<file path="config.mk">
export PLATFORM = sky130hd
export DESIGN_NAME = i2c_register_master_core
export DESIGN_NICKNAME = d
export VERILOG_FILES = /design/src/i2crm_pkg.sv /design/src/i2crm_front.sv /design/src/i2crm_queue.sv /design/src/i2crm_back.sv /design/src/i2c_register_master_core.sv
export SDC_FILE = /design/constraint.sdc
export NUM_CORES = 1
export LEC_CHECK = 0
export BUFFER_PORTS_ARGS = -buffer_cell sky130_fd_sc_hd__buf_2
export CAP_MARGIN = 20
export CORE_ASPECT_RATIO = 1.5
export CORE_MARGIN = 1
export CORE_UTILIZATION = 32
export DETAILED_ROUTE_END_ITERATION = 8
export PLACE_DENSITY_LB_ADDON = 0.08
export RECOVER_POWER = 50
export SYNTH_ARGS = -nofsm -noshare
export SYNTH_HDL_FRONTEND = slang
export SYNTH_HIERARCHICAL = 1
export SYNTH_SLANG_ARGS = --single-unit
</file>
<file path="constraint.sdc">
create_clock -name clk_i -period 3.85 [get_ports clk_i]
set_clock_uncertainty 0.1 [all_clocks]
set_input_delay 0.1925 -clock clk_i [delete_from_list [all_inputs] [get_ports clk_i]]
set_output_delay 0.1925 -clock clk_i [all_outputs]
set_load 0.02 [all_outputs]
</file>
<file path="src/i2crm_pkg.sv">
`default_nettype none

package i2crm_pkg;

  // command codes on the input word
  localparam logic [1:0] CMD_TICK    = 2'd0;
  localparam logic [1:0] CMD_SETMODE = 2'd1;
  localparam logic [1:0] CMD_READ    = 2'd2;

  // configuration register indexes
  localparam int unsigned CFG_IDX_W = 4;
  localparam logic [CFG_IDX_W-1:0] CFG_DEVICE_ADDRESS = 4'd0;
  localparam logic [CFG_IDX_W-1:0] CFG_MODE_REGISTER  = 4'd1;
  localparam logic [CFG_IDX_W-1:0] CFG_DATA_REGISTER  = 4'd2;
  localparam logic [CFG_IDX_W-1:0] CFG_QUARTER_TICKS  = 4'd3;

  localparam logic [7:0] QUARTER_TICKS_RST = 8'd8;

  typedef struct packed {
    logic [1:0] cmd;
    logic       mode_enable;
    logic       sda_in;
  } in_t;

  typedef struct packed {
    logic       scl_level;
    logic       sda_level;
    logic       busy_res;
    logic       done_res;
    logic       failed;
    logic [7:0] sensor_byte;
  } out_t;

  // classified tick word passed from front to back
  typedef struct packed {
    logic start;
    logic kind;   // 1 read, 0 set mode
    logic mode;
    logic sda;
  } item_t;

  typedef struct packed {
    logic [6:0] device_address;
    logic [7:0] mode_register;
    logic [7:0] data_register;
    logic [7:0] quarter_ticks;
  } cfg_t;

endpackage

`default_nettype wire

</file>
<file path="src/i2crm_front.sv">
`default_nettype none

module i2crm_front (
  input  wire  i2crm_pkg::in_t   in_data_i,
  output i2crm_pkg::item_t       item_o
);

  // codes other than set mode or read are plain ticks
  always_comb begin
    item_o.start = (in_data_i.cmd == i2crm_pkg::CMD_SETMODE) ||
                   (in_data_i.cmd == i2crm_pkg::CMD_READ);
    item_o.kind  = (in_data_i.cmd == i2crm_pkg::CMD_READ);
    item_o.mode  = in_data_i.mode_enable;
    item_o.sda   = in_data_i.sda_in;
  end

endmodule

`default_nettype wire

</file>
<file path="src/i2crm_queue.sv">
`default_nettype none

module i2crm_queue (
  input  wire                    clk_i,
  input  wire                    rst_ni,
  input  wire                    push_valid_i,
  output logic                   push_ready_o,
  input  wire  i2crm_pkg::item_t push_data_i,
  output logic                   pop_valid_o,
  input  wire                    pop_ready_i,
  output i2crm_pkg::item_t       pop_data_o
);

  i2crm_pkg::item_t data_q [2];
  logic       wr_ptr_q, wr_ptr_d;
  logic       rd_ptr_q, rd_ptr_d;
  logic [1:0] cnt_q, cnt_d;
  logic       push, pop;

  assign push_ready_o = (cnt_q != 2'd2);
  assign pop_valid_o  = (cnt_q != 2'd0);
  assign pop_data_o   = data_q[rd_ptr_q];
  assign push         = push_valid_i && push_ready_o;
  assign pop          = pop_valid_o && pop_ready_i;

  always_comb begin
    wr_ptr_d = push ? ~wr_ptr_q : wr_ptr_q;
    rd_ptr_d = pop  ? ~rd_ptr_q : rd_ptr_q;
    cnt_d    = cnt_q + {1'b0, push} - {1'b0, pop};
  end

  always_ff @(posedge clk_i or negedge rst_ni) begin
    if (!rst_ni) begin
      wr_ptr_q <= 1'b0;
      rd_ptr_q <= 1'b0;
      cnt_q    <= 2'd0;
    end else begin
      wr_ptr_q <= wr_ptr_d;
      rd_ptr_q <= rd_ptr_d;
      cnt_q    <= cnt_d;
    end
  end

  always_ff @(posedge clk_i) begin
    if (push) begin
      data_q[wr_ptr_q] <= push_data_i;
    end
  end

endmodule

`default_nettype wire

</file>
<file path="src/i2crm_back.sv">
`default_nettype none

module i2crm_back (
  input  wire                    clk_i,
  input  wire                    rst_ni,
  input  wire  i2crm_pkg::cfg_t  cfg_i,
  input  wire                    item_valid_i,
  output logic                   item_ready_o,
  input  wire  i2crm_pkg::item_t item_i,
  output logic                   out_valid_o,
  input  wire                    out_ready_i,
  output i2crm_pkg::out_t        out_data_o
);

  localparam logic [3:0] PH_IDLE = 4'd0;
  localparam logic [3:0] PH_S0   = 4'd1;
  localparam logic [3:0] PH_S1   = 4'd2;
  localparam logic [3:0] PH_S2   = 4'd3;
  localparam logic [3:0] PH_WLO  = 4'd4;
  localparam logic [3:0] PH_WHI  = 4'd5;
  localparam logic [3:0] PH_ALO  = 4'd6;
  localparam logic [3:0] PH_AHI  = 4'd7;
  localparam logic [3:0] PH_RHI  = 4'd8;
  localparam logic [3:0] PH_RLO  = 4'd9;
  localparam logic [3:0] PH_NLO  = 4'd10;
  localparam logic [3:0] PH_NHI  = 4'd11;
  localparam logic [3:0] PH_P0   = 4'd12;
  localparam logic [3:0] PH_P1   = 4'd13;
  localparam logic [3:0] PH_P2   = 4'd14;

  logic [3:0] phase_q, phase_d;
  logic       kind_q, kind_d;
  logic [1:0] byte_q, byte_d;
  logic [3:0] bit_q, bit_d;
  logic [7:0] shift_q, shift_d;
  logic [7:0] delay_q, delay_d;
  logic       held_q, held_d;
  logic       err_q, err_d;
  logic [7:0] last_q, last_d;

  logic            out_valid_q;
  i2crm_pkg::out_t out_q, out_d;
  logic            load;
  logic [7:0]      qm1;

  function automatic logic [7:0] byte_to_send(input logic [1:0] idx, input logic kind,
                                              input i2crm_pkg::cfg_t cfg, input logic held);
    logic [7:0] addr;
    begin
      addr = {cfg.device_address, 1'b0};
      if (idx == 2'd0) begin
        byte_to_send = addr;
      end else if (idx == 2'd1) begin
        byte_to_send = kind ? cfg.data_register : cfg.mode_register;
      end else begin
        byte_to_send = kind ? (addr | 8'h01) : {7'd0, held};
      end
    end
  endfunction

  assign qm1          = (cfg_i.quarter_ticks == 8'd0) ? 8'd0 : (cfg_i.quarter_ticks - 8'd1);
  assign item_ready_o = !out_valid_q || out_ready_i;
  assign load         = item_valid_i && item_ready_o;
  assign out_valid_o  = out_valid_q;
  assign out_data_o   = out_q;

  always_comb begin
    logic scl, sda, busy, done, fail;
    phase_d = phase_q;
    kind_d  = kind_q;
    byte_d  = byte_q;
    bit_d   = bit_q;
    shift_d = shift_q;
    delay_d = delay_q;
    held_d  = held_q;
    err_d   = err_q;
    last_d  = last_q;
    scl  = 1'b1;
    sda  = 1'b1;
    busy = 1'b0;
    done = 1'b0;
    fail = 1'b0;

    if (phase_d == PH_IDLE && item_i.start) begin
      kind_d  = item_i.kind;
      held_d  = item_i.mode;
      byte_d  = 2'd0;
      bit_d   = 4'd0;
      shift_d = 8'd0;
      err_d   = 1'b0;
      phase_d = PH_S0;
      delay_d = qm1;
    end

    if (phase_d != PH_IDLE) begin
      busy = 1'b1;
      unique case (phase_d)
        PH_S1:                  begin scl = 1'b1; sda = 1'b0;       end
        PH_S2, PH_P0:           begin scl = 1'b0; sda = 1'b0;       end
        PH_WLO:                 begin scl = 1'b0; sda = shift_d[7]; end
        PH_WHI:                 begin scl = 1'b1; sda = shift_d[7]; end
        PH_ALO, PH_RLO, PH_NLO: begin scl = 1'b0; sda = 1'b1;       end
        PH_P1:                  begin scl = 1'b1; sda = 1'b0;       end
        default:                begin scl = 1'b1; sda = 1'b1;       end
      endcase

      if (delay_d != 8'd0) begin
        delay_d = delay_d - 8'd1;
      end else begin
        delay_d = qm1;
        unique case (phase_d)
          PH_S0: phase_d = PH_S1;
          PH_S1: phase_d = PH_S2;
          PH_S2: begin
            shift_d = byte_to_send(byte_d, kind_d, cfg_i, held_d);
            bit_d   = 4'd0;
            phase_d = PH_WLO;
          end
          PH_WLO: phase_d = PH_WHI;
          PH_WHI: begin
            shift_d = {shift_d[6:0], 1'b0};
            bit_d   = bit_d + 4'd1;
            phase_d = bit_d[3] ? PH_ALO : PH_WLO;
          end
          PH_ALO: phase_d = PH_AHI;
          PH_AHI: begin
            // no ACK: straight to STOP
            if (item_i.sda) begin
              err_d   = 1'b1;
              phase_d = PH_P0;
            end else if (byte_d[1]) begin
              if (kind_d) begin
                shift_d = 8'd0;
                bit_d   = 4'd0;
                phase_d = PH_RHI;
              end else begin
                phase_d = PH_P0;
              end
            end else if (byte_d == 2'd1 && kind_d) begin
              // repeated START before the address with read bit
              byte_d  = 2'd2;
              phase_d = PH_S0;
            end else begin
              byte_d  = byte_d + 2'd1;
              shift_d = byte_to_send(byte_d, kind_d, cfg_i, held_d);
              bit_d   = 4'd0;
              phase_d = PH_WLO;
            end
          end
          PH_RHI: begin
            shift_d = {shift_d[6:0], item_i.sda};
            phase_d = PH_RLO;
          end
          PH_RLO: begin
            bit_d   = bit_d + 4'd1;
            phase_d = bit_d[3] ? PH_NLO : PH_RHI;
          end
          PH_NLO: phase_d = PH_NHI;
          PH_NHI: phase_d = PH_P0;
          PH_P0:  phase_d = PH_P1;
          PH_P1:  phase_d = PH_P2;
          default: begin
            if (!err_d && kind_d) begin
              last_d = shift_d;
            end
            busy    = 1'b0;
            done    = 1'b1;
            fail    = err_d;
            phase_d = PH_IDLE;
            delay_d = 8'd0;
          end
        endcase
      end
    end

    out_d.scl_level   = scl;
    out_d.sda_level   = sda;
    out_d.busy_res    = busy;
    out_d.done_res    = done;
    out_d.failed      = fail;
    out_d.sensor_byte = last_d;
  end

  always_ff @(posedge clk_i or negedge rst_ni) begin
    if (!rst_ni) begin
      phase_q     <= PH_IDLE;
      kind_q      <= 1'b0;
      byte_q      <= 2'd0;
      bit_q       <= 4'd0;
      shift_q     <= 8'd0;
      delay_q     <= 8'd0;
      held_q      <= 1'b0;
      err_q       <= 1'b0;
      last_q      <= 8'd0;
      out_valid_q <= 1'b0;
    end else begin
      if (load) begin
        phase_q <= phase_d;
        kind_q  <= kind_d;
        byte_q  <= byte_d;
        bit_q   <= bit_d;
        shift_q <= shift_d;
        delay_q <= delay_d;
        held_q  <= held_d;
        err_q   <= err_d;
        last_q  <= last_d;
      end
      if (item_ready_o) begin
        out_valid_q <= item_valid_i;
      end
    end
  end

  always_ff @(posedge clk_i) begin
    if (load) begin
      out_q <= out_d;
    end
  end

`ifndef SYNTHESIS
  a_fail_with_done: assert property (@(posedge clk_i) disable iff (!rst_ni)
    load && out_d.failed |-> out_d.done_res)
    else $error("failure flagged without done");

  a_done_goes_idle: assert property (@(posedge clk_i) disable iff (!rst_ni)
    load && out_d.done_res |=> phase_q == PH_IDLE)
    else $error("sequencer not idle after done");

  a_bit_range: assert property (@(posedge clk_i) disable iff (!rst_ni)
    phase_q != PH_IDLE |-> bit_q <= 4'd8)
    else $error("bit counter out of range");

  a_idle_released: assert property (@(posedge clk_i) disable iff (!rst_ni)
    load && phase_q == PH_IDLE && !item_i.start
    |=> out_q.scl_level && out_q.sda_level && !out_q.busy_res && !out_q.done_res)
    else $error("bus not released while idle");
`endif

endmodule

`default_nettype wire

</file>
<file path="src/i2c_register_master_core.sv">
// Channel | Dir | Handshake               | Word
// in      | in  | in_valid_i / in_ready_o | in_data_i   (cmd, mode_enable, sda_in)
// out     | out | out_valid_o/out_ready_i | out_data_o  (pins, busy, done, failed, byte)
// cfg     | in  | cfg_valid_i/cfg_ready_o | cfg_index_i, cfg_data_i
//
// One input word is one bus tick and yields exactly one output word.
// Sustained rate is one word per cycle while the output is not stalled; a word
// is registered in the classify stage's two-entry queue and then in the
// sequencer's output register. The sequencer steps once per accepted word.
// Either side may stall independently; the queue absorbs input while the
// output register waits. Reset clears the sequencer, queue and registers
// (quarter_ticks comes up as 8). Config writes are always accepted.
`default_nettype none

module i2c_register_master_core (
  input  wire                                  clk_i,
  input  wire                                  rst_ni,
  input  wire                                  in_valid_i,
  output logic                                 in_ready_o,
  input  wire  i2crm_pkg::in_t                 in_data_i,
  output logic                                 out_valid_o,
  input  wire                                  out_ready_i,
  output i2crm_pkg::out_t                      out_data_o,
  input  wire                                  cfg_valid_i,
  output logic                                 cfg_ready_o,
  input  wire  [i2crm_pkg::CFG_IDX_W-1:0]      cfg_index_i,
  input  wire  [7:0]                           cfg_data_i
);

  i2crm_pkg::cfg_t  cfg_q;
  i2crm_pkg::item_t front_item;
  i2crm_pkg::item_t q_item;
  logic             q_valid;
  logic             q_ready;

  assign cfg_ready_o = 1'b1;

  // register file; unknown indexes are dropped
  always_ff @(posedge clk_i or negedge rst_ni) begin
    if (!rst_ni) begin
      cfg_q.device_address <= 7'd0;
      cfg_q.mode_register  <= 8'd0;
      cfg_q.data_register  <= 8'd0;
      cfg_q.quarter_ticks  <= i2crm_pkg::QUARTER_TICKS_RST;
    end else if (cfg_valid_i) begin
      unique case (cfg_index_i)
        i2crm_pkg::CFG_DEVICE_ADDRESS: cfg_q.device_address <= cfg_data_i[6:0];
        i2crm_pkg::CFG_MODE_REGISTER:  cfg_q.mode_register  <= cfg_data_i;
        i2crm_pkg::CFG_DATA_REGISTER:  cfg_q.data_register  <= cfg_data_i;
        i2crm_pkg::CFG_QUARTER_TICKS:  cfg_q.quarter_ticks  <= cfg_data_i;
        default: ;
      endcase
    end
  end

  // front: decode the command
  i2crm_front u_front (
    .in_data_i (in_data_i),
    .item_o    (front_item)
  );

  // short queue between front and sequencer
  i2crm_queue u_queue (
    .clk_i        (clk_i),
    .rst_ni       (rst_ni),
    .push_valid_i (in_valid_i),
    .push_ready_o (in_ready_o),
    .push_data_i  (front_item),
    .pop_valid_o  (q_valid),
    .pop_ready_i  (q_ready),
    .pop_data_o   (q_item)
  );

  // back: bus sequencer with registered output word
  i2crm_back u_back (
    .clk_i        (clk_i),
    .rst_ni       (rst_ni),
    .cfg_i        (cfg_q),
    .item_valid_i (q_valid),
    .item_ready_o (q_ready),
    .item_i       (q_item),
    .out_valid_o  (out_valid_o),
    .out_ready_i  (out_ready_i),
    .out_data_o   (out_data_o)
  );

endmodule

`default_nettype wire
</file>
== After elaboration in Yosys (flattened, before gate mapping) ==
Memories as Yosys holds them, arrays and structs flattened.
Index checks and enable logic that the tools add are counted.
W data, S select, Z words.
Word-level totals
  bits of input ports: 21
  RAM bits: 8
  output and inout bits: 16
  memories kept: 1
  flip-flop bits (word level): 86
  logic and storage cells: 144
Cells by class
  mux-type cells: 62
  reductions and logical operators: 28
  $add $sub $neg: 6
  equality and inequality tests: 21
  bitwise operators: 3
Memories
  u_queue.data_q: depth 2, bits a word 4, rd ports 1, clocked after Yosys merged registers in 0, wr ports 1, line i2crm_queue.sv:14  | i2crm_pkg::item_t data_q [2];
Operators with widths (number)
  $mux W8: 22
  $pmux W4 S13: 1
  $mux W4: 12
  $pmux W8 S4: 1
  $eq A4 B4 Y1 const B: 6
  $mux W2: 9
  $eq A4 B2 Y1 const B: 4
  $eq A4 B3 Y1 const B: 4
  $sub A8 B1 Y8 const B: 2
  $reduce_or A15 Y1: 1
  $mux W1: 13
  $reduce_or A13 Y1: 1
  $pmux W4 S3: 1
  $eq A4 B1 Y1 const B: 2
  $logic_not A4 Y1: 2
  $logic_not A8 Y1: 1
  $reduce_and A2 Y1: 4
  $reduce_bool A8 Y1: 1
  $eq A2 B1 Y1 const B: 3
  $mux W3: 2
  $reduce_or A2 Y1: 3
  $reduce_or A6 Y1: 1
  $logic_and A1 B1 Y1: 5
  $add A4 B1 Y4 const B: 1
  other kinds (13): 18

== Depth between registers and ports, before layout ==
Gate-level depths: netlist (run 1).
  word-level depth: 13
  gate-level depth with buffers: 14

== Cells and area by module ==
The synthesis (run 1) kept the hierarchy.
By module, submodules not included
  i2crm_back: cells an instance 456, seq. area each 1341.3 um2, area each 3981.3 um2, instances 1
  i2c_register_master_core: cells an instance 72, seq. area each 777.0 um2, area each 1224.9 um2, instances 1
  i2crm_queue: cells an instance 29, seq. area each 340.3 um2, area each 484.2 um2, instances 1
  i2crm_front: cells an instance 5, seq. area each 0.0 um2, area each 35.0 um2, instances 1

== Least setup slack after synthesis (run 1) ==
OpenSTA, ideal clock, no wires.
  kind: register -> register
  start: register cfg_q[0] in the netlist's numbering
  end: register u_back.out_q (netlist bit u_back/out_data_o[0]) (data pin)
  cell stages (with the launch flop): 12
  data arrival time: 3.546 ns
  buffers on the path: 0
  clock period less this slack: 3.905 ns
  setup time: 0.260 ns
  required time: 3.490 ns
  slack: -0.055 ns
  cell sequence: dfrtp_1 inv_1 ha_1 or3b_2 or2_4 a31oi_1 ha_1 inv_1 nor4b_1 o211ai_2 nor4_4 mux2_2
Between the ends
  longest elaborated chain between the ends: 6
Ends and longest elaborated chain
  start: declaration: line i2c_register_master_core.sv:30  | i2crm_pkg::cfg_t cfg_q;
  $sub A8 B1 Y8 / $logic_not A8 Y1 (equally long branches): line i2crm_back.sv:61  | assign qm1 = (cfg_i.quarter_ticks == 8'd0) ? 8'd0 : (cfg_i.quarter_ticks - 8'd1);
  $mux W8 *: line i2crm_back.sv:61
  $mux W8 *: line i2crm_back.sv:84  | if (phase_d == PH_IDLE && item_i.start) begin
  $reduce_bool A8 Y1 *: line i2crm_back.sv:107  | if (delay_d != 8'd0) begin
  $mux W8 *: line i2crm_back.sv:107
  $mux W8 *: line i2crm_back.sv:95  | if (phase_d != PH_IDLE) begin
  net u_back.last_d[0]: line i2crm_back.sv:39  | logic [7:0] last_q, last_d;
  end signal: assignment: line i2crm_back.sv:216  | out_q <= out_d;
  end: declaration: line i2crm_back.sv:42  | i2crm_pkg::out_t out_q, out_d;
Mark *: on every way through the listed nets, which the timed path passes. The rest lies on a longest branch.
A chain may end at the register's enable or synchronous reset.

== Worst setup path after layout (run 1) ==
  start: register cfg_q[0] in the netlist's numbering
  end: register u_back.out_q (netlist bit u_back/out_data_o[5]) (data pin)
Same word-level chain as after synthesis.

==> results of run 1 <==
==> area by class of cell <==
class	count	area share [%]
Multi-Input combinational cell	420	46.0
Sequential cell	94	37.6
Timing Repair Buffer	67	6.41
Clock buffer	12	4.25
Tap cell	213	4.07
Inverter	17	0.975
Clock inverter	4	0.765
==> metrics by stage <==
| stage | hold slack [ns] | cells | util, % | cell area, um^2 | total power, mW |
|---|---|---|---|---|---|
| final | 0.0459 | 827 | 37.6 | 6540 | 3.44 |
| after global placement | 0.289 | 806 | 35.5 | 6180 | 2.47 |
| after global routing | 0.0471 | 827 | 37.6 | 6540 | 3.65 |
| after detailed placement | 0.291 | 806 | 35.5 | 6180 | 2.49 |
| after floorplan | -0.203 | 562 | - | 5730 | 2.13 |
| after CTS | 0.0385 | 825 | 37.6 | 6540 | 3.46 |
==> kinds of logic (layout without fill, tap and decap cells) <==
logic type               count (synthesis)  count (layout)  synth area share, %
AO/OA/AOI/OAI                          154             154                 18.2
buffers and inverters                   48             100                 4.63
flip-flops                              94              94                 42.9
XOR/XNOR                                11              11                 1.68
AND/OR/NAND/NOR                        178             178                 17.5
other                                    1               1               0.0655
adder cells (fa/ha/maj)                  8               8                 1.75
multiplexers                            68              68                 13.2
==> cells in the final DEF, fill, tap and decap left out, types with 9 or more instances in the layout <==
| cell | Yosys | final |
|---|---|---|
| xnor2_1 | 9 | 9 |
| nand2_1 | 34 | 34 |
| buf_2 | 3 | 31 |
| mux2_2 | 58 | 58 |
| dfrtp_1 | 72 | 72 |
| nand3_1 | 18 | 18 |
| a31oi_1 | 10 | 9 |
| nor2_1 | 44 | 44 |
| buf_4 | 5 | 27 |
| clkbuf_16 | 0 | 10 |
| a21oi_1 | 34 | 34 |
| and2_1 | 12 | 12 |
| inv_1 | 17 | 17 |
| mux2i_1 | 10 | 10 |
| o21ai_0 | 35 | 35 |
| edfxtp_1 | 21 | 21 |
==> power groups by stage <==
stage	clock network, mW	registers [mW]	logic [mW]
2_1_floorplan	0	1.40	0.734
3_3_place_gp	0	1.36	1.11
3_5_place_dp	0	1.36	1.13
4_1_cts	0.982	1.35	1.14
5_1_grt	1.03	1.37	1.26
6_report	0.958	1.34	1.13
==> final timing paths <==
path / to / startpoint / cells past startpoint
max in group asynchronous: cfg_q[26] / rst_ni / 3
worst min register to register: u_queue/wr_ptr_q / u_queue/wr_ptr_q / 1
min in group asynchronous: u_back/delay_q[5] / rst_ni / 2
worst max-delay path: u_back/out_data_o[5] / cfg_q[0] / 12
worst max register to register: u_back/out_data_o[5] / cfg_q[0] / 12
worst min-delay path: cfg_q[15] / cfg_data_i[7] / 2
==> synthesized netlist by cell type, types with 3 or more instances <==
cell type,n
and2_1,12
a22oi_1,3
o31ai_1,3
a31oi_1,10
nor2_1,44
clkbuf_1,13
o22ai_1,6
ha_1,8
mux2_2,58
buf_4,5
nand3_1,18
a21o_1,5
a221oi_1,5
nor3_1,9
o21bai_1,4
o211a_1,5
edfxtp_1,21
o211ai_1,4
mux2i_1,10
buf_2,3
buf_6,6
or3_1,8
a211oi_1,5
a21oi_1,34
inv_1,17
nand2_1,34
o21a_1,4
nand2b_1,8
dfrtp_1,72
and3_1,5
xnor2_1,9
nor2b_1,4
o21ai_0,35
a32oi_1,3
nor4b_1,3
==> worst max-delay path, stage by stage (launching register included) <==
cell      delay [ns]
dfrtp_1         0.38
inv_1           0.12
ha_1            0.19
or3b_2          0.46
or2_4           0.28
a31oi_2         0.24
ha_1            0.18
inv_1           0.12
nor4b_4         0.36
o211ai_2        0.19
nor4_4          0.29
buf_6           0.20
mux2_2          0.34
==> sequential cells by signal, indices dropped and copies added (netlist names) <==
| signal | count |
|---|---|
| cfg_q | 31 |
| u_back/bit_q | 4 |
| u_back/byte_q | 2 |
| u_back/delay_q | 8 |
| u_back/err_q | 1 |
| u_back/held_q | 1 |
| u_back/kind_q | 1 |
| u_back/last_q | 8 |
| u_back/out_data_o | 13 |
| u_back/out_valid_o | 1 |
| u_back/phase_q | 4 |
| u_back/shift_q | 8 |
| u_queue/cnt_q | 2 |
| u_queue/data_q | 8 |
| u_queue/rd_ptr_q | 1 |
| u_queue/wr_ptr_q | 1 |
==> layer usage <==
metal  track usage (%)  share of wire [%]  up-vias
met1              22.6                 43     2280
met2              32.3                 51      130
met3              2.59                3.8       21
met4              6.58                1.9        0
li1                  -                  -     2187
met5                 0                  0        -
==> repair_timing <==
item,4_1_cts,5_1_grt
endpoints found under the hold margin,76,0
pin swaps,0,1
endpoints found under the setup margin,21,30
hold buffers,3,0
resized for setup,1,4
buffers inserted,0,1
==> summary.txt, run 1 <==
Run status
  – Outcome: complete, but fails checks
  – Violated checks: DRC, capacitance limit, slew limit

Timing
  – Fmax: 0.269 GHz
  – Fin. max-slew vios: 68
  – # setup viols final: 0
  – Worst-Margin Slew: 1.75 ns
  – Fin crit period: 3.71 ns
  – Slew margin rel.: -16.8%
  – Sum Neg Setup Slack: 0 ns
  – Worst Slack Setup Final: 0.136 ns
  – Final worst-path cycle share: 96.5%
  – Hold Fails Final Rpt: 0

Power and ir drop
  – Combinational share of power: 33.0%
  – Pleak: 2.80 nW
  – Net Sw Frac: 34.0%
  – Sequential power share: 39.1%
  – VDD IR max: 0.242 mV
  – Pwr dens: 525 nW/um^2
  – Int Power: 2.27 mW
  – Clk pwr share: 27.9%
  – Sw power: 1.17 mW

Critical path
  – Required time of the critical path: 3.84 ns
  – CP Class: reg -> reg
  – Crit end category: register
  – CP startpoint kind: register
  – Internal reg-to-reg setup slack: 0.14 ns
  – CP max FO: 9
  – Worst EP arrival: 3.70 ns

Synth
  – Yosys top cell by area: dfrtp_1
  – Synth Area per Inst: 10.2 um^2
  – Synthesized flop and latch total: 94
  – Number of flops mapped to enable cells by yosys: 21
  – Yosys warning total: 6
  – Syn Nets: 591
  – Top cell type's share of synthesized area: 31.5%
  – Synth Flop Type: dfrtp_1
  – Syn Inst Count: 562
  – Synth async-reset ratio: 77.7%
  – Sequential fraction of the synthesis area: 42.9%
  – Cell variety after synth: 92
  – Post-Syn Area: 5730 um^2
  – Top post-synthesis cells by area: dfrtp_1 (31%), mux2_2 (11%), edfxtp_1 (11%)

Routing
  – DR vias: 4618
  – DRC: 6
  – Routed Antenna Nets: 0
  – Drt first-iter violations: 298
  – Total Routed Length: 16.1 mm
  – Wirelength per Cell: 19.5 um
  – Vias per cell: 5.58
  – Drt pass-1 iters: 7

Final layout
  – Proportion of layout cells with a drive suffix above 1: 26.7%
  – Synthesis-to-layout area growth: 14.3%
  – Multi-input logic area: 3010 um^2
  – ANT cells: 0
  – Nets: 638
  – Reg area: 2460 um^2
  – Fillers: 1770

Clock network
  – Sink Count: 94
  – Clock Latency Late Sink: 0.34 ns
  – Maximum clock insertion buffer count: 2
  – H-tree depth: 3
  – Root Driver: clkbuf_16
  – CTS buffer count: 9
  – TritonCTS clock tree: built
  – Clk slew on worst S/H paths: 0.06 ns

Floorplanning
  – Row count: 59
  – Die X: 111 um
  – Die height: 166 um
  – Boundary pin count: 37
  – Starting Density: 32.9%
  – Die area: 18400 um^2
  – Core Footprint: 17400 um^2

Placed design
  – Hpwl dp: 11.9 mm
  – Port bufs: 35
  – DP Worst Slack: -0.0867 ns
  – Gpl congestion: 0.819

GRT
  – Overall routing resource usage: 18.3%
  – Largest net degree at the start of global routing: 74
  – Number of global-route vias before repair: 4765
  – Gr ovfl total: 0
  – Initial antenna violation count: 0
  – First-pass GRT wire length: 26.5 mm

Hold path
  – Worst Hold Class: in -> reg

Run
  – # Max-Cap Violations: 1
(Power assumes the default switching activity.)
==> run 2, diff against run 1 <==
--- a/config.mk
+++ b/config.mk
@@ -11,7 +11,7 @@
 export CORE_MARGIN = 1
 export CORE_UTILIZATION = 32
 export DETAILED_ROUTE_END_ITERATION = 8
-export PLACE_DENSITY_LB_ADDON = 0.08
+export PLACE_DENSITY_LB_ADDON = 0.3
 export RECOVER_POWER = 50
 export SYNTH_ARGS = -nofsm -noshare
 export SYNTH_HDL_FRONTEND = slang
==> run 2 against run 1 <==
  * The flow finishes with violations (capacitance limit, slew limit)
  * Fmax increased by 1.0%
  * Final area shrank 1.2%
  * Combinational power is essentially flat
  * Total power down 2.4%
  * Worst setup slack gained 0.037 ns
  * Via count hardly changed
  * Clock-buffer cell count fell by 3
  * Largest cell class unchanged
==> summary.txt, run 2 (synthesis gave the netlist of run 1 again) <==
Floorplanning
  – Die area: 18400 um^2
  – Core Footprint: 17400 um^2
  – Row count: 59
  – Boundary pin count: 37
  – Die X: 111 um
  – Die height: 166 um
  – Starting Density: 32.9%

Power and ir drop
  – Pleak: 2.70 nW
  – Int Power: 2.16 mW
  – Sw power: 1.19 mW
  – VDD IR max: 0.295 mV
  – Net Sw Frac: 35.5%
  – Sequential power share: 40.5%
  – Combinational share of power: 32.8%
  – Clk pwr share: 26.7%
  – Pwr dens: 519 nW/um^2

Final layout
  – Commonest non-fill, non-tap cell in the layout: dfrtp_1
  – Register bank with the most flops: cfg_q
  – Proportion of layout cells with a drive suffix above 1: 22.9%
  – Nets: 631
  – Post-route design area: 6470 um^2
  – Commonest cells after routing, fill and taps aside: dfrtp_1 (72), mux2_2 (58), nor2_1 (44), o21ai_0 (35)
  – Non-filler instance count after layout: 820
  – Multi-input logic area: 3030 um^2
  – Synthesis-to-layout area growth: 12.9%
  – Largest register FFs: 31
  – Final Core Density: 37.1%
  – ANT cells: 0
  – Fillers: 1786
  – Reg area: 2460 um^2

Hold path
  – Worst Hold Class: in -> reg

Clock network
  – H-tree depth: 3
  – Maximum clock insertion buffer count: 2
  – CTS buffer count: 9
  – # Post-CTS Setup Buffers: 0
  – Sink Count: 94
  – Clk slew on worst S/H paths: 0.07 ns
  – Root Driver: clkbuf_16
  – Clock Latency Late Sink: 0.34 ns
  – TritonCTS clock tree: built

Placed design
  – Port bufs: 35
  – Hpwl dp: 11.3 mm
  – DP Cell Count: 801
  – Gpl congestion: 0.935
  – Placed Area: 6150 um^2

Routing
  – Routed Antenna Nets: 0
  – Drt first-iter violations: 326
  – DR vias: 4617
  – Wirelength per Cell: 18.8 um
  – DRC: 0
  – Drt pass-1 iters: 5
  – Total Routed Length: 15.4 mm
  – Vias per cell: 5.63

Critical path
  – CP max stage cell: or3b_2
  – Delay-heaviest family, CP: simple AND/OR/NAND/NOR gates
  – CP peak stage delay: 0.47 ns
  – CP Class: reg -> reg
  – Crit end category: register
  – Required time of the critical path: 3.85 ns
  – Worst path cell trace: inv_2 > ha_1 > or3b_2 > or2_4 > a31oi_4 > ha_1 > inv_1 > nor4b_4 > o211ai_4 > nor4_4 > buf_12 > mux2_2
  – Buf+Inv Stages, Crit Path: 3
  – Worst EP arrival: 3.67 ns
  – CP max FO: 9
  – Crit path top cell by count: ha_1
  – CP startpoint kind: register

Timing
  – Hold Fails Final Rpt: 0
  – Worst-Margin Slew: 1.69 ns
  – Slew margin rel.: -12.9%
  – # setup viols final: 0
  – Fin crit period: 3.68 ns
  – Fin. max-slew vios: 67
  – Final worst-path cycle share: 95.5%
  – Worst hold slack: 0.0417 ns
  – RSZ-0062 raised after global routing: false
  – Fmax: 0.272 GHz

GRT
  – Gr ovfl total: 0
  – Number of global-route vias before repair: 4628
  – Initial antenna violation count: 0
  – First-pass GRT wire length: 24.7 mm
  – Largest net degree at the start of global routing: 67
  – Overall routing resource usage: 16.9%

Run
  – # Max-Cap Violations: 1

Run status
  – Violated checks: capacitance limit, slew limit
  – Outcome: complete, but fails checks
-- run 2: cell types whose count changed in the layout (fill, tap and decap cells not counted), moves of 2 or more --
| cell | change |
|---|---|
| clkbuf_1 | +16 |
| buf_2 | -15 |
| buf_4 | -8 |
| and2_0 | +2 |
| clkbuf_8 | -2 |
| clkinv_1 | +2 |
| inv_6 | +2 |
-- run 2: power groups by stage --
| stage | sequential (mW) | clock, mW | combinational [mW] |
|---|---|---|---|
| 6_report | 1.36 | 0.897 | 1.10 |
| 5_1_grt | 1.38 | 0.951 | 1.20 |
| 4_1_cts | 1.36 | 0.915 | 1.10 |
| 3_5_place_dp | 1.37 | 0 | 1.09 |
| 3_3_place_gp | 1.37 | 0 | 1.07 |
| 2_1_floorplan | 1.40 | 0 | 0.734 |
-- run 2: path summary, 6_finish.rpt --
path / startpoint / endpoint / slack (ns) / depth (start not counted)
setup / recovery: cfg_q[0] / u_back/out_data_o[3] / 0.17 / 12
hold / removal: cfg_data_i[7] / cfg_q[15] / 0.04 / 2
setup reg to reg: cfg_q[0] / u_back/out_data_o[3] / 0.17 / 12
hold reg to reg: cfg_q[10] / cfg_q[10] / 0.41 / 1
max in group asynchronous: rst_ni / cfg_q[29] / 1.43 / 3
min in group asynchronous: rst_ni / u_back/out_valid_o / 0.21 / 2
-- run 2: cell type report --
cell class / count / area share (%)
Sequential cell: 94 / 38.0
Multi-Input combinational cell: 420 / 46.8
Inverter: 17 / 0.987
Clock inverter: 7 / 1.10
Tap cell: 213 / 4.12
Timing Repair Buffer: 60 / 5.46
Clock buffer: 9 / 3.48
-- run 2: worst reg2reg max path: stages (launching register included) --
cell and delay [ns]:
dfrtp_1 0.39, inv_2 0.10, ha_1 0.20, or3b_2 0.47
or2_4 0.29, a31oi_4 0.21, ha_1 0.18, inv_1 0.11
nor4b_4 0.43, o211ai_4 0.15, nor4_4 0.29, buf_12 0.18
mux2_2 0.34
-- run 2: repair_timing --
| item | CTS | global route |
|---|---|---|
| pin swaps | 0 | 4 |
| hold buffers | 3 | 0 |
| endpoints found under the setup margin | 8 | 31 |
| hold endpoints to repair | 11 | 0 |
| gates resized for setup | 1 | 7 |
-- run 2: layer usage --
metal | GRT usage [%] | part of all wire, %
met3 | 2.30 | 3.6
met4 | 8.52 | 3.5
met1 | 19.8 | 41
met2 | 30.1 | 52
met5 | 0 | 0
-- run 2: stage by stage --
| stage | setup slack [ns] | total power [mW] | setup TNS [ns] |
|---|---|---|---|
| after detailed placement | -0.0438 | 2.46 | -0.254 |
| final | 0.173 | 3.35 | 0 |
| after CTS | 0.0298 | 3.37 | 0 |
| after floorplan | 0.0791 | 2.13 | 0 |
| after global placement | 0.0973 | 2.43 | 0 |
| after global routing | 0.0118 | 3.54 | 0 |
==> run 3, diff against run 2 <==
==> constraint.sdc (replaced) <==
create_clock -name clk_i -period 3.45 [get_ports clk_i]
set_clock_uncertainty 0.1 [all_clocks]
set_input_delay 0.1725 -clock clk_i [delete_from_list [all_inputs] [get_ports clk_i]]
set_output_delay 0.1725 -clock clk_i [all_outputs]
set_load 0.02 [all_outputs]
==> run 3 against run 2 <==
  * The run ends with DRC left
  * Global-route usage increased by 0.10 points
  * Non-clock buffer count increased by 23
  * Register-to-register slack got worse by 0.15 ns
  * Critical path depth increased by 1
  * Final area increased by 3.7%
  * Utilization increased by 1.4 points
  * Critical path type unchanged
  * Critical endpoint is now u_back/out_data_o[4]
==> summary.txt, run 3 (synthesis gave the netlist of run 1 again) <==
Critical path
  – CP peak stage delay: 0.40 ns
  – Worst EP arrival: 3.42 ns
  – Worst path cell trace: inv_2 > ha_4 > or3b_4 > or2_4 > a32oi_2 > ha_2 > inv_4 > a311oi_4 > o211ai_2 > nor4_4 > buf_4 > clkbuf_16 > mux2_4
  – CP Class: reg -> reg
  – Crit path launch: cfg_q[1]
  – CP max FO: 4
  – Internal reg-to-reg setup slack: 0.02 ns
  – Delay-heaviest family, CP: simple AND/OR/NAND/NOR gates
  – Reg-to-reg endpoint: u_back/out_data_o[4]
  – Crit end category: register
  – CP startpoint kind: register
  – Required time of the critical path: 3.45 ns
  – R2R depth: 13
  – Reg-to-reg startpoint: cfg_q[1]
  – Buf+Inv Stages, Crit Path: 4
  – CP max stage cell: dfrtp_1

Hold path
  – Min-Delay Endpoint: cfg_q[15]
  – Hold path start: cfg_data_i[7]
  – Worst Hold Class: in -> reg
  – WHS Path Cells: 2

Clock network
  – Clk slew on worst S/H paths: 0.07 ns
  – Root Driver: clkbuf_16
  – H-tree depth: 3
  – Sink Count: 94
  – CTS buffer count: 9
  – Maximum clock insertion buffer count: 2
  – Clock Latency Late Sink: 0.34 ns
  – TritonCTS clock tree: built

Timing
  – Slew margin rel.: 3.13%
  – Fmax: 0.292 GHz
  – Worst-Margin Slew: 1.45 ns
  – Worst hold slack: 0.0109 ns
  – Fin. max-slew vios: 0
  – Hold Fails Final Rpt: 0
  – RSZ-0062 raised after global routing: true
  – Fin crit period: 3.43 ns
  – # setup viols final: 0
  – Final worst-path cycle share: 99.4%

Final layout
  – Largest register FFs: 31
  – ANT cells: 0
  – Register bank with the most flops: cfg_q
  – Nets: 654
  – Final Core Density: 38.5%
  – Commonest cells after routing, fill and taps aside: dfrtp_1 (72), mux2_2 (49), nor2_1 (44), buf_4 (39), o21ai_0 (35)
  – Commonest non-fill, non-tap cell in the layout: dfrtp_1
  – Post-route design area: 6710 um^2
  – Synthesis-to-layout area growth: 17.1%
  – Proportion of layout cells with a drive suffix above 1: 26.7%

Routing
  – Total Routed Length: 15.6 mm
  – DR vias: 4768
  – Drt first-iter violations: 293
  – DRC: 2
  – Routed Antenna Nets: 0
  – Vias per cell: 5.66
  – Wirelength per Cell: 18.5 um
  – Drt pass-1 iters: 7

Placed design
  – Port bufs: 35
  – Gpl congestion: 0.906
  – Hpwl dp: 11.7 mm
  – Placed Area: 6320 um^2

Floorplanning
  – Die height: 166 um
  – Row count: 59
  – Boundary pin count: 37
  – Starting Density: 32.9%
  – Die area: 18400 um^2
  – Die X: 111 um
  – Core Footprint: 17400 um^2

Power and ir drop
  – Clk pwr share: 25.6%
  – Pleak: 2.83 nW
  – Net Sw Frac: 35.8%
  – Int Power: 2.40 mW
  – Combinational share of power: 34.3%
  – Sequential power share: 40.1%
  – VDD IR max: 0.326 mV
  – Pwr dens: 558 nW/um^2
  – Sw power: 1.34 mW

Run
  – # Max-Cap Violations: 0

GRT
  – Gr ovfl total: 0
  – Largest net degree at the start of global routing: 35
  – Initial antenna violation count: 0
  – Overall routing resource usage: 17.0%
  – First-pass GRT wire length: 24.9 mm
  – Number of global-route vias before repair: 4747

Run status
  – Outcome: complete, but fails checks
  – Violated checks: DRC
[run 3: worst register-to-register path, cell delays in order (launching register included)]
cell	delay [ns]
dfrtp_1	0.40
inv_2	0.08
ha_4	0.12
or3b_4	0.37
or2_4	0.26
a32oi_2	0.19
ha_2	0.23
inv_4	0.06
a311oi_4	0.32
o211ai_2	0.15
nor4_4	0.27
buf_4	0.19
clkbuf_16	0.16
mux2_4	0.29
[run 3: how the worst max path moves through the flow]
stage,cells after the start,endpoint
5_1_grt,13,u_back/out_data_o[3]
4_1_cts,12,u_back/out_data_o[5]
6_report,13,u_back/out_data_o[4]
3_3_place_gp,12,u_back/out_data_o[6]
2_1_floorplan,11,u_back/out_data_o[0]
3_5_place_dp,12,u_back/out_data_o[5]
[run 3: final cells by class]
| cell class | count | area [um^2] |
|---|---|---|
| clock buffers | 11 | 243 |
| clock inverters | 5 | 43.8 |
| fillers | 1736 | 10700 |
| inverters | 17 | 66.3 |
| multi-input cells | 420 | 3080 |
| flip-flops and latches | 94 | 2460 |
| well taps | 213 | 267 |
| repair buffers | 83 | 544 |
[run 3: metrics by stage]
step	power, mW	instances	worst slack, ns	TNS [ns]
floorplan	2.41	562	-0.0881	-0.726
global route	3.96	843	-0.0478	-0.427
CTS	3.77	836	0.0320	0
global placement	2.77	817	0.0987	0
finish	3.74	843	0.0209	0
detailed placement	2.80	817	0.00179	0
[run 3: power groups by stage]
stage / clock, mW / sequential, mW / combinational (mW)
global placement: 0 / 1.52 / 1.25
CTS: 0.979 / 1.50 / 1.29
finish: 0.956 / 1.50 / 1.28
global route: 1.02 / 1.53 / 1.40
detailed placement: 0 / 1.52 / 1.28
floorplan: 0 / 1.57 / 0.848
[run 3: routing by layer]
layer	wire length [um]	GRT usage (%)	part of all wire (%)	up-vias
met5	0	0	0	-
met3	579	2.12	3.7	39
met2	8020	29.8	51	162
met1	6350	20.0	41	2346
li1	-	-	-	2221
met4	650	9.81	4.2	0
[run 3: timing repair]
item / 4_1_cts / 5_1_grt
hold buffers: 3 / 0
buffers inserted: 0 / 6
pin swaps: 1 / 5
resized for setup: 0 / 16
endpoints found under the setup margin: 2 / 31
gates cloned: 0 / 1
endpoints found under the hold margin: 19 / 0
